## src/hw/rtl/dfir_pkg.sv

```systemverilog
// Shared types, constants and codes for the decimating FIR filter.
`default_nettype none

package dfir_pkg;

  // Default sizing of the filter.
  localparam int DEF_MAX_TAPS    = 64;
  localparam int DEF_SAMPLE_BITS = 16;

  // Fixed field widths.
  localparam int COEF_BITS      = 16;
  localparam int VALUE_BITS     = 16;
  localparam int INDEX_BITS     = 6;
  localparam int OUT_BITS       = 38;
  localparam int DEC_BITS       = 5;
  localparam int TAPS_BITS      = 7;
  localparam int PHASE_BITS     = 4;
  localparam int CFG_INDEX_BITS = 8;
  localparam int CFG_DATA_BITS  = 8;

  // Largest decimation factor honored.
  localparam logic [DEC_BITS-1:0] DEC_MAX = DEC_BITS'(16);

  // Configuration register indexes.
  localparam logic [CFG_INDEX_BITS-1:0] CFG_DECIMATION  = CFG_INDEX_BITS'(0);
  localparam logic [CFG_INDEX_BITS-1:0] CFG_TAPS_IN_USE = CFG_INDEX_BITS'(1);

  // Input opcodes.
  localparam logic OP_PUSH = 1'b0;
  localparam logic OP_LOAD = 1'b1;

  // Sequencer states.
  typedef enum logic [1:0] {
    ST_IDLE,
    ST_MAC,
    ST_HOLD
  } dfir_state_t;

  // Control from the sequencer to the multiply-accumulate unit.
  typedef struct packed {
    logic clear;    // start a new sum
    logic rd_valid; // RAM read data for one tap is present this cycle
    logic rd_live;  // that tap holds a sample that was really pushed
  } mac_ctrl_t;

endpackage

`default_nettype wire

```

## src/hw/rtl/dfir_ram.sv

```systemverilog
// Generic simple dual-port RAM with one write port and a registered read port.
`default_nettype none

module dfir_ram #(
  parameter int WIDTH = 16,
  parameter int DEPTH = 64
) (
  input  wire logic                     clk,
  input  wire logic                     wr_en,
  input  wire logic [$clog2(DEPTH)-1:0] wr_addr,
  input  wire logic [WIDTH-1:0]         wr_data,
  input  wire logic [$clog2(DEPTH)-1:0] rd_addr,
  output logic      [WIDTH-1:0]         rd_data
);

  logic [WIDTH-1:0] mem_r [DEPTH];

  // Write and registered read.
  always_ff @(posedge clk) begin
    if (wr_en) begin
      mem_r[wr_addr] <= wr_data;
    end
    rd_data <= mem_r[rd_addr];
  end

endmodule

`default_nettype wire

```

## src/hw/rtl/dfir_mac.sv

```systemverilog
// Shared multiply-accumulate unit: one coefficient times one sample per cycle.
`default_nettype none

module dfir_mac #(
  parameter int SAMPLE_BITS = dfir_pkg::DEF_SAMPLE_BITS
) (
  input  wire logic                             clk,
  input  wire logic                             rst_n,
  input  wire dfir_pkg::mac_ctrl_t              ctrl,
  input  wire logic [dfir_pkg::COEF_BITS-1:0]   coef_data,
  input  wire logic [SAMPLE_BITS-1:0]           hist_data,
  output logic      [dfir_pkg::OUT_BITS-1:0]    acc,
  output logic                                  busy
);

  import dfir_pkg::*;

  localparam int PROD_BITS = COEF_BITS + SAMPLE_BITS;

  logic signed [PROD_BITS-1:0] prod_r;
  logic                        prod_v_r;
  logic                        prod_live_r;
  logic        [OUT_BITS-1:0]  acc_r;

  // Product stage control.
  always_ff @(posedge clk) begin
    if (!rst_n) begin
      prod_v_r    <= 1'b0;
      prod_live_r <= 1'b0;
    end else begin
      prod_v_r    <= ctrl.rd_valid;
      prod_live_r <= ctrl.rd_live;
    end
  end

  // Product register; taps beyond the pushed history count as zero.
  always_ff @(posedge clk) begin
    prod_r <= $signed(coef_data) * $signed(hist_data);
  end

  // Accumulator wraps modulo the output width.
  always_ff @(posedge clk) begin
    if (ctrl.clear) begin
      acc_r <= '0;
    end else if (prod_v_r && prod_live_r) begin
      acc_r <= acc_r + OUT_BITS'(prod_r);
    end
  end

  assign acc  = acc_r;
  assign busy = prod_v_r;

endmodule

`default_nettype wire

```

## src/hw/rtl/decimating_fir_filter.sv

```systemverilog
// Top level of the decimating FIR filter: sequencer, delay line, coefficients.
`default_nettype none

// Each input beat either loads one Q1.15 coefficient or pushes one sample into
// a delay line of MAX_TAPS entries held in RAM. Loads and samples that produce
// no output are taken without a stall and may follow back to back. A sample that
// produces an output (the first after reset, then one every decimation samples)
// starts a sum of taps_in_use products computed by a single multiply-accumulate
// unit that reads one coefficient and one history entry per cycle; the input
// is stalled until the sum is written to the output register, which lets the
// next beats be taken while a result waits, but a new sum is not written out
// until the previous result has been taken. History starts at zero through a
// fill count, so there is no clearing pass after reset. The result is the full
// product sum, unshifted, wrapped to 38 bits.
module decimating_fir_filter #(
  parameter int MAX_TAPS    = dfir_pkg::DEF_MAX_TAPS,
  parameter int SAMPLE_BITS = dfir_pkg::DEF_SAMPLE_BITS
) (
  input  wire logic                                  clk,
  input  wire logic                                  rst_n,
  // Input channel.
  input  wire logic                                  in_valid,
  output logic                                       in_stall,
  input  wire logic                                  in_opcode,
  input  wire logic [dfir_pkg::INDEX_BITS-1:0]       in_coef_index,
  input  wire logic signed [dfir_pkg::VALUE_BITS-1:0] in_value,
  // Result channel.
  output logic                                       out_valid,
  input  wire logic                                  out_stall,
  output logic signed [dfir_pkg::OUT_BITS-1:0]       out_filtered,
  // Configuration channel.
  input  wire logic                                  cfg_valid,
  output logic                                       cfg_ready,
  input  wire logic [dfir_pkg::CFG_INDEX_BITS-1:0]   cfg_index,
  input  wire logic [dfir_pkg::CFG_DATA_BITS-1:0]    cfg_data
);

  import dfir_pkg::*;

  localparam int AW = $clog2(MAX_TAPS);
  localparam int CW = $clog2(MAX_TAPS + 1);

  dfir_state_t state_r, state_nxt;

  logic [DEC_BITS-1:0]   decimation_r;
  logic [TAPS_BITS-1:0]  taps_r;
  logic [PHASE_BITS-1:0] phase_r, phase_nxt;
  logic [AW-1:0]         wp_r, wp_nxt;
  logic [CW-1:0]         fill_r, fill_nxt;
  logic                  iss_r, iss_nxt;
  logic [CW-1:0]         k_r, k_nxt;
  logic [AW-1:0]         ptr_r, ptr_nxt;
  logic                  rd_v_r, rd_v_nxt;
  logic                  rd_live_r, rd_live_nxt;
  logic                  out_valid_r, out_valid_nxt;
  logic [OUT_BITS-1:0]   out_data_r;
  logic                  out_load;

  logic                  in_accept;
  logic                  push;
  logic                  load;
  logic                  fire;
  logic [AW-1:0]         wp_inc;
  logic [DEC_BITS-1:0]   dec_eff;
  logic [DEC_BITS-1:0]   phase_inc;
  logic [CW-1:0]         taps_eff;
  logic                  out_free;
  logic                  sum_done;
  logic [SAMPLE_BITS-1:0] sample;

  logic [COEF_BITS-1:0]   coef_rd;
  logic [SAMPLE_BITS-1:0] hist_rd;
  logic [OUT_BITS-1:0]    mac_acc;
  logic                   mac_busy;
  mac_ctrl_t              mac_ctrl;

  // Handshake decode.
  assign in_stall  = (state_r != ST_IDLE);
  assign in_accept = in_valid && !in_stall;
  assign push      = in_accept && (in_opcode == OP_PUSH);
  assign load      = in_accept && (in_opcode == OP_LOAD) && (32'(in_coef_index) < MAX_TAPS);
  assign fire      = push && (phase_r == '0);
  assign out_free  = !out_valid_r || !out_stall;
  assign sample    = SAMPLE_BITS'(in_value);
  assign cfg_ready = 1'b1;

  // Effective register values after clamping.
  always_comb begin
    if (decimation_r == '0) begin
      dec_eff = DEC_BITS'(1);
    end else if (decimation_r > DEC_MAX) begin
      dec_eff = DEC_MAX;
    end else begin
      dec_eff = decimation_r;
    end
    if (taps_r == '0) begin
      taps_eff = CW'(1);
    end else if (32'(taps_r) > MAX_TAPS) begin
      taps_eff = CW'(MAX_TAPS);
    end else begin
      taps_eff = CW'(taps_r);
    end
  end

  assign wp_inc    = (32'(wp_r) == MAX_TAPS - 1) ? '0 : wp_r + AW'(1);
  assign phase_inc = DEC_BITS'(phase_r) + DEC_BITS'(1);
  assign sum_done  = (state_r == ST_MAC) && !iss_r && !rd_v_r && !mac_busy;

  // Sequencer: next state and datapath control.
  always_comb begin
    state_nxt     = state_r;
    phase_nxt     = phase_r;
    wp_nxt        = wp_r;
    fill_nxt      = fill_r;
    iss_nxt       = iss_r;
    k_nxt         = k_r;
    ptr_nxt       = ptr_r;
    rd_v_nxt      = 1'b0;
    rd_live_nxt   = 1'b0;
    out_load      = 1'b0;
    mac_ctrl      = '0;

    unique case (state_r)
      ST_IDLE: begin
        if (push) begin
          wp_nxt    = wp_inc;
          fill_nxt  = (32'(fill_r) == MAX_TAPS) ? fill_r : fill_r + CW'(1);
          phase_nxt = (phase_inc >= dec_eff) ? '0 : phase_inc[PHASE_BITS-1:0];
        end
        if (fire) begin
          state_nxt      = ST_MAC;
          iss_nxt        = 1'b1;
          k_nxt          = '0;
          ptr_nxt        = wp_inc;
          mac_ctrl.clear = 1'b1;
        end
      end
      ST_MAC: begin
        // Issue one tap read per cycle, newest sample first.
        if (iss_r) begin
          rd_v_nxt    = 1'b1;
          rd_live_nxt = (k_r < fill_r);
          k_nxt       = k_r + CW'(1);
          ptr_nxt     = (ptr_r == '0) ? AW'(MAX_TAPS - 1) : ptr_r - AW'(1);
          if (k_r + CW'(1) == taps_eff) begin
            iss_nxt = 1'b0;
          end
        end
        if (sum_done) begin
          if (out_free) begin
            out_load  = 1'b1;
            state_nxt = ST_IDLE;
          end else begin
            state_nxt = ST_HOLD;
          end
        end
      end
      ST_HOLD: begin
        if (out_free) begin
          out_load  = 1'b1;
          state_nxt = ST_IDLE;
        end
      end
      default: begin
        state_nxt = ST_IDLE;
      end
    endcase

    mac_ctrl.rd_valid = rd_v_r;
    mac_ctrl.rd_live  = rd_live_r;
  end

  // Output register.
  always_comb begin
    out_valid_nxt = out_valid_r;
    if (out_valid_r && !out_stall) begin
      out_valid_nxt = 1'b0;
    end
    if (out_load) begin
      out_valid_nxt = 1'b1;
    end
  end

  // State register.
  always_ff @(posedge clk) begin
    if (!rst_n) begin
      state_r <= ST_IDLE;
    end else begin
      state_r <= state_nxt;
    end
  end

  // Control registers.
  always_ff @(posedge clk) begin
    if (!rst_n) begin
      phase_r     <= '0;
      wp_r        <= '0;
      fill_r      <= '0;
      iss_r       <= 1'b0;
      k_r         <= '0;
      ptr_r       <= '0;
      rd_v_r      <= 1'b0;
      rd_live_r   <= 1'b0;
      out_valid_r <= 1'b0;
    end else begin
      phase_r     <= phase_nxt;
      wp_r        <= wp_nxt;
      fill_r      <= fill_nxt;
      iss_r       <= iss_nxt;
      k_r         <= k_nxt;
      ptr_r       <= ptr_nxt;
      rd_v_r      <= rd_v_nxt;
      rd_live_r   <= rd_live_nxt;
      out_valid_r <= out_valid_nxt;
    end
  end

  // Configuration registers.
  always_ff @(posedge clk) begin
    if (!rst_n) begin
      decimation_r <= DEC_BITS'(1);
      taps_r       <= TAPS_BITS'(64);
    end else if (cfg_valid && cfg_ready) begin
      if (cfg_index == CFG_DECIMATION) begin
        decimation_r <= cfg_data[DEC_BITS-1:0];
      end else if (cfg_index == CFG_TAPS_IN_USE) begin
        taps_r <= cfg_data[TAPS_BITS-1:0];
      end
    end
  end

  // Result payload.
  always_ff @(posedge clk) begin
    if (out_load) begin
      out_data_r <= mac_acc;
    end
  end

  assign out_valid    = out_valid_r;
  assign out_filtered = $signed(out_data_r);

  // Delay line, written as a circular buffer.
  dfir_ram #(
    .WIDTH(SAMPLE_BITS),
    .DEPTH(MAX_TAPS)
  ) u_hist_ram (
    .clk     (clk),
    .wr_en   (push),
    .wr_addr (wp_inc),
    .wr_data (sample),
    .rd_addr (ptr_r),
    .rd_data (hist_rd)
  );

  // Coefficient store.
  dfir_ram #(
    .WIDTH(COEF_BITS),
    .DEPTH(MAX_TAPS)
  ) u_coef_ram (
    .clk     (clk),
    .wr_en   (load),
    .wr_addr (AW'(in_coef_index)),
    .wr_data (in_value),
    .rd_addr (k_r[AW-1:0]),
    .rd_data (coef_rd)
  );

  // Shared multiply-accumulate unit.
  dfir_mac #(
    .SAMPLE_BITS(SAMPLE_BITS)
  ) u_mac (
    .clk       (clk),
    .rst_n     (rst_n),
    .ctrl      (mac_ctrl),
    .coef_data (coef_rd),
    .hist_data (hist_rd),
    .acc       (mac_acc),
    .busy      (mac_busy)
  );

  // A new result appears only at the end of a sum.
  a_out_from_sum: assert property (@(posedge clk) disable iff (!rst_n)
    $rose(out_valid_r) |-> $past(state_r == ST_MAC || state_r == ST_HOLD))
    else $error("result raised without a finished sum");

  // The tap counter never runs past the taps in use.
  a_tap_bound: assert property (@(posedge clk) disable iff (!rst_n)
    iss_r |-> (k_r < taps_eff))
    else $error("tap counter beyond taps in use");

  // Waiting for the output only happens while a result is pending.
  a_hold_pending: assert property (@(posedge clk) disable iff (!rst_n)
    (state_r == ST_HOLD) |-> out_valid_r)
    else $error("holding a sum with the output register empty");

  // The history fill count saturates at the delay line depth.
  a_fill_bound: assert property (@(posedge clk) disable iff (!rst_n)
    32'(fill_r) <= MAX_TAPS)
    else $error("history fill count beyond depth");

endmodule

`default_nettype wire

```

## config.mk

```make
export PLATFORM = sky130hd
export DESIGN_NAME = decimating_fir_filter
export DESIGN_NICKNAME = d
export VERILOG_FILES = /design/src/hw/rtl/dfir_pkg.sv /design/src/hw/rtl/dfir_ram.sv /design/src/hw/rtl/dfir_mac.sv /design/src/hw/rtl/decimating_fir_filter.sv
export SDC_FILE = /design/constraint.sdc
export NUM_CORES = 2
export LEC_CHECK = 0
export ABC_AREA = 0
export BUFFER_PORTS_ARGS = -buffer_cell sky130_fd_sc_hd__buf_2
export CORE_ASPECT_RATIO = 1.1
export CORE_MARGIN = 2
export CORE_UTILIZATION = 60
export CTS_BUF_LIST = sky130_fd_sc_hd__clkbuf_8 sky130_fd_sc_hd__clkbuf_16
export CTS_CLUSTER_DIAMETER = 150
export DETAILED_ROUTE_END_ITERATION = 6
export PLACE_DENSITY_LB_ADDON = 0.12
export RECOVER_POWER = 50
export SKIP_CTS_REPAIR_TIMING = 1
export SLEW_MARGIN = 15
export SYNTH_ARGS = -nofsm -noshare
export SYNTH_HDL_FRONTEND = slang
export SYNTH_HIERARCHICAL = 1
export SYNTH_SLANG_ARGS = --single-unit
```

## constraint.sdc

```tcl
create_clock -name clk -period 8.1 [get_ports clk]
set_input_delay 2.025 -clock clk [delete_from_list [all_inputs] [get_ports clk]]
set_output_delay 2.025 -clock clk [all_outputs]
set_load 0.005 [all_outputs]
```

==> impl_metrics.env <==
export IMPL_ios=85
export IMPL_p_seq_share_pct=31.5
export IMPL_cp_end_kind="register"
export IMPL_port_buffers=82
export IMPL_clockPowerShare_pct=22.3
export IMPL_slowest_stage="clkbuf_1"
export IMPL_antenna_found_initial=9
export IMPL_track_usage_pct=26.9
export IMPL_total_power_mw=42.0
export IMPL_clockRootBuffer="clkbuf_16"
export IMPL_p_comb_share_pct=46.2
export IMPL_clock_path_buffers=3
export IMPL_gp_congestion=0.883
export IMPL_switching_share_pct=36.8
export IMPL_syn2layout_area_growth_pct=9.53
export IMPL_status="finished, violations left"
export IMPL_netlist_top_cells_count="edfxtp_1 (2086), mux4_2 (440), nand2_1 (341), inv_1 (335), fa_1 (263)"
export IMPL_ys_seq_area_share_pct=66.9
export IMPL_die_w_um=390
export IMPL_crit_chain="clkbuf_1, clkbuf_1"
export IMPL_synth_enable_flop_cells=2086
export IMPL_avgViaCountPerCell=6.32
export IMPL_min_from="u_mac/acc[33]$_SDFFE_PP0P_"
export IMPL_yosysTopAreaCell="edfxtp_1"
export IMPL_cp_max_fo=70
export IMPL_multiInputGateArea_um2=29500
export IMPL_synth_main_ff_cell="edfxtp_1"
export IMPL_worstSetupPathType="in2reg"
export IMPL_seq_area_um2=65700
export IMPL_grt_pass1_wl_mm=331
export IMPL_cp_buffers_inverters=2
export IMPL_slew_viol_final=2214
export IMPL_cts_sinks=2238
export IMPL_die_h_um=428
export IMPL_rsz0062_at_grt="false"
export IMPL_intPower_mw=26.6
export IMPL_ys_warn_count=6
export IMPL_power_switching_mw=15.5
export IMPL_crit_top_cell="clkbuf_1"
export IMPL_relSlewSlack_pct=-216
export IMPL_drc_errors=0
export IMPL_die_area_um2=167000
export IMPL_tns_ns=0
export IMPL_nets=6302
export IMPL_synthTopCellsByArea="edfxtp_1 (64%), mux4_2 (10%), fa_1 (5.4%), dfxtp_1 (3.1%), mux2i_1 (1.9%)"
export IMPL_skew_ns=0.0496
export IMPL_synth_distinct_cells=88
export IMPL_first_global_vias=51660
export IMPL_irDropWorstVdd_mv=1.13
export IMPL_worst_hold_path_endpoint="out_filtered[33]$_DFFE_PP_"
export IMPL_clkTransAtPathRegs_ns=0.06
export IMPL_min_path_type="reg2reg"
export IMPL_syn_nets=6106
export IMPL_insertion_delay_ns=0.86
export IMPL_routed_wl_mm=222
export IMPL_gr_total_overflow=0
export IMPL_critPathMaxStageDelay_ns=2.74
export IMPL_vias=51486
export IMPL_wl_per_cell_um=27.2
export IMPL_netlist_area_um2=98100
export IMPL_fin_crit_sh_pct=87.7
export IMPL_cp_start_kind="input port"
export IMPL_rows=155
export IMPL_max_freq_mhz=141
export IMPL_r2r_slack_ns=1.39
export IMPL_drtIter0Drc=4735
export IMPL_p_leak_nw=35.8
export IMPL_violations="max-capacitance violations, max-slew violations"
export IMPL_cp_arrival_ns=7.18
export IMPL_rr_startpoint="u_hist_ram/rd_data[1]$_DFF_P_"
export IMPL_drive_above_1_share_pct=17.7
export IMPL_fillCellCount=10913
export IMPL_grt_max_degree=142
export IMPL_reg2reg_to="u_mac/prod_r[30]$_DFF_P_"
export IMPL_coreArea_um2=162000
export IMPL_synthMostInstantiatedCell="edfxtp_1"
export IMPL_cap_viol_max_count=35
export IMPL_setup_viol=0
export IMPL_dr_pass1_iters=6
export IMPL_ys_ff_latch=2238
export IMPL_hold_viol_final=0
export IMPL_synth_area_per_cell_um2=17.3
export IMPL_antenna_left=0
export IMPL_dp_hpwl_mm=136
export IMPL_path_delay_family="buffers and inverters"
export IMPL_initial_core_util_pct=60.5
export IMPL_netlist_instances=5658
export IMPL_hold_depth=0
export IMPL_cts_made_buffers=211
export IMPL_r2r_cells=19
export IMPL_htreeDepth=4
export IMPL_required_ns=8.18
export IMPL_yosysTopAreaCellShare_pct=63.8
export IMPL_async_flop_share_pct=0
export IMPL_tightest_slew_ns=4.74
export IMPL_fin_crit_ns=7.10
export IMPL_cts_tree="yes"
export IMPL_powerDensity_nw_per_um2=391
-- power groups by stage --
stage | Clock, mW | Combinational [mW] | Sequential, mW
after floorplan | 0 | 14.8 | 13.4
after global placement | 0 | 18.9 | 13.4
after global routing | 9.98 | 22.0 | 13.2
final | 9.39 | 19.4 | 13.2
after detailed placement | 0 | 19.3 | 13.4
after CTS | 9.54 | 19.4 | 13.2
-- routing by layer --
layer  vias up  track usage, %  share of wire (%)  wire length [um]
met4         4            9.33                3.6              7920
met1     26926            38.2                 41             90900
li1      22239               -                  -                 -
met3       359            4.08                6.9             15400
met2      1958            43.0                 49            108000
met5         -               0              0.012                26
-- worst max path at each step --
stage | start | end | slack (ns) | depth (start not counted)
2_1_floorplan | u_coef_ram/rd_data[15]$_DFF_P_ | u_mac/prod_r[31]$_DFF_P_ | 1.80 | 21
3_3_place_gp | u_hist_ram/rd_data[1]$_DFF_P_ | u_mac/prod_r[30]$_DFF_P_ | 1.56 | 19
3_5_place_dp | u_coef_ram/rd_data[15]$_DFF_P_ | u_mac/prod_r[30]$_DFF_P_ | 1.49 | 18
4_1_cts | u_hist_ram/rd_data[1]$_DFF_P_ | u_mac/prod_r[30]$_DFF_P_ | 1.46 | 19
5_1_grt | in_value[13] | u_hist_ram/mem_r[60][13]$_DFFE_PP_ | 0.72 | 2
6_report | in_value[13] | u_hist_ram/mem_r[61][13]$_DFFE_PP_ | 1.0 | 2
-- metrics by stage --
stage               instances  utilization, %  setup WS, ns  cell area, um2  hold slack [ns]
floorplan                5658               -          1.80           98100            0.412
global placement         7760            62.3          1.56          101000            0.444
detailed placement       7760            62.3          1.49          101000            0.452
CTS                      8142            66.3          1.46          108000            0.468
global route             8143            66.2         0.722          107000            0.474
finish                   8147            66.2         0.995          108000            0.465
-- logic make-up after synthesis --
logic type | Yosys count | synth area share, %
mux | 687 | 12.8
flops | 2238 | 66.9
buf+inv | 614 | 3.06
fa+ha+maj | 404 | 7.16
simple gates | 1067 | 5.30
xor+xnor | 67 | 0.598
compound gates | 580 | 4.13
other cells | 1 | 0.00382
-- cells in the final DEF (no fill, tap or decap), types with 64 or more instances in the layout --
master / synthesis / routed
nand2_1: 341 / 341
ha_1: 141 / 141
a22oi_1: 80 / 80
nor2_1: 245 / 231
buf_4: 27 / 152
buf_2: 74 / 64
clkbuf_16: 0 / 213
and2_1: 136 / 131
dfxtp_1: 152 / 143
edfxtp_1: 2086 / 2086
mux4_2: 440 / 440
mux2i_1: 183 / 183
nand3_1: 87 / 87
fa_1: 263 / 263
inv_1: 335 / 384
a21oi_1: 131 / 131
nor2b_1: 73 / 72
-- state kept, by name (all words and copies together), names as in the netlist, 7 cells and up --
signal / count
u_coef_ram/mem_r: 1024
u_hist_ram/mem_r: 1024
out_filtered: 38
u_mac/acc: 38
u_mac/prod_r: 32
u_coef_ram/rd_data: 16
u_hist_ram/rd_data: 16
fill_r: 7
k_r: 7
taps_r: 7
-- area by class of cell --
class | count | share of cell area, %
Antenna cell | 5 | 0.0116
Timing Repair Buffer | 260 | 1.62
Clock buffer | 214 | 4.97
Sequential cell | 2238 | 61.1
Inverter | 337 | 1.18
Multi-Input combinational cell | 2806 | 27.5
Tap cell | 2119 | 2.47
Clock inverter | 168 | 1.15
Power figures use the tool's default switching activity.
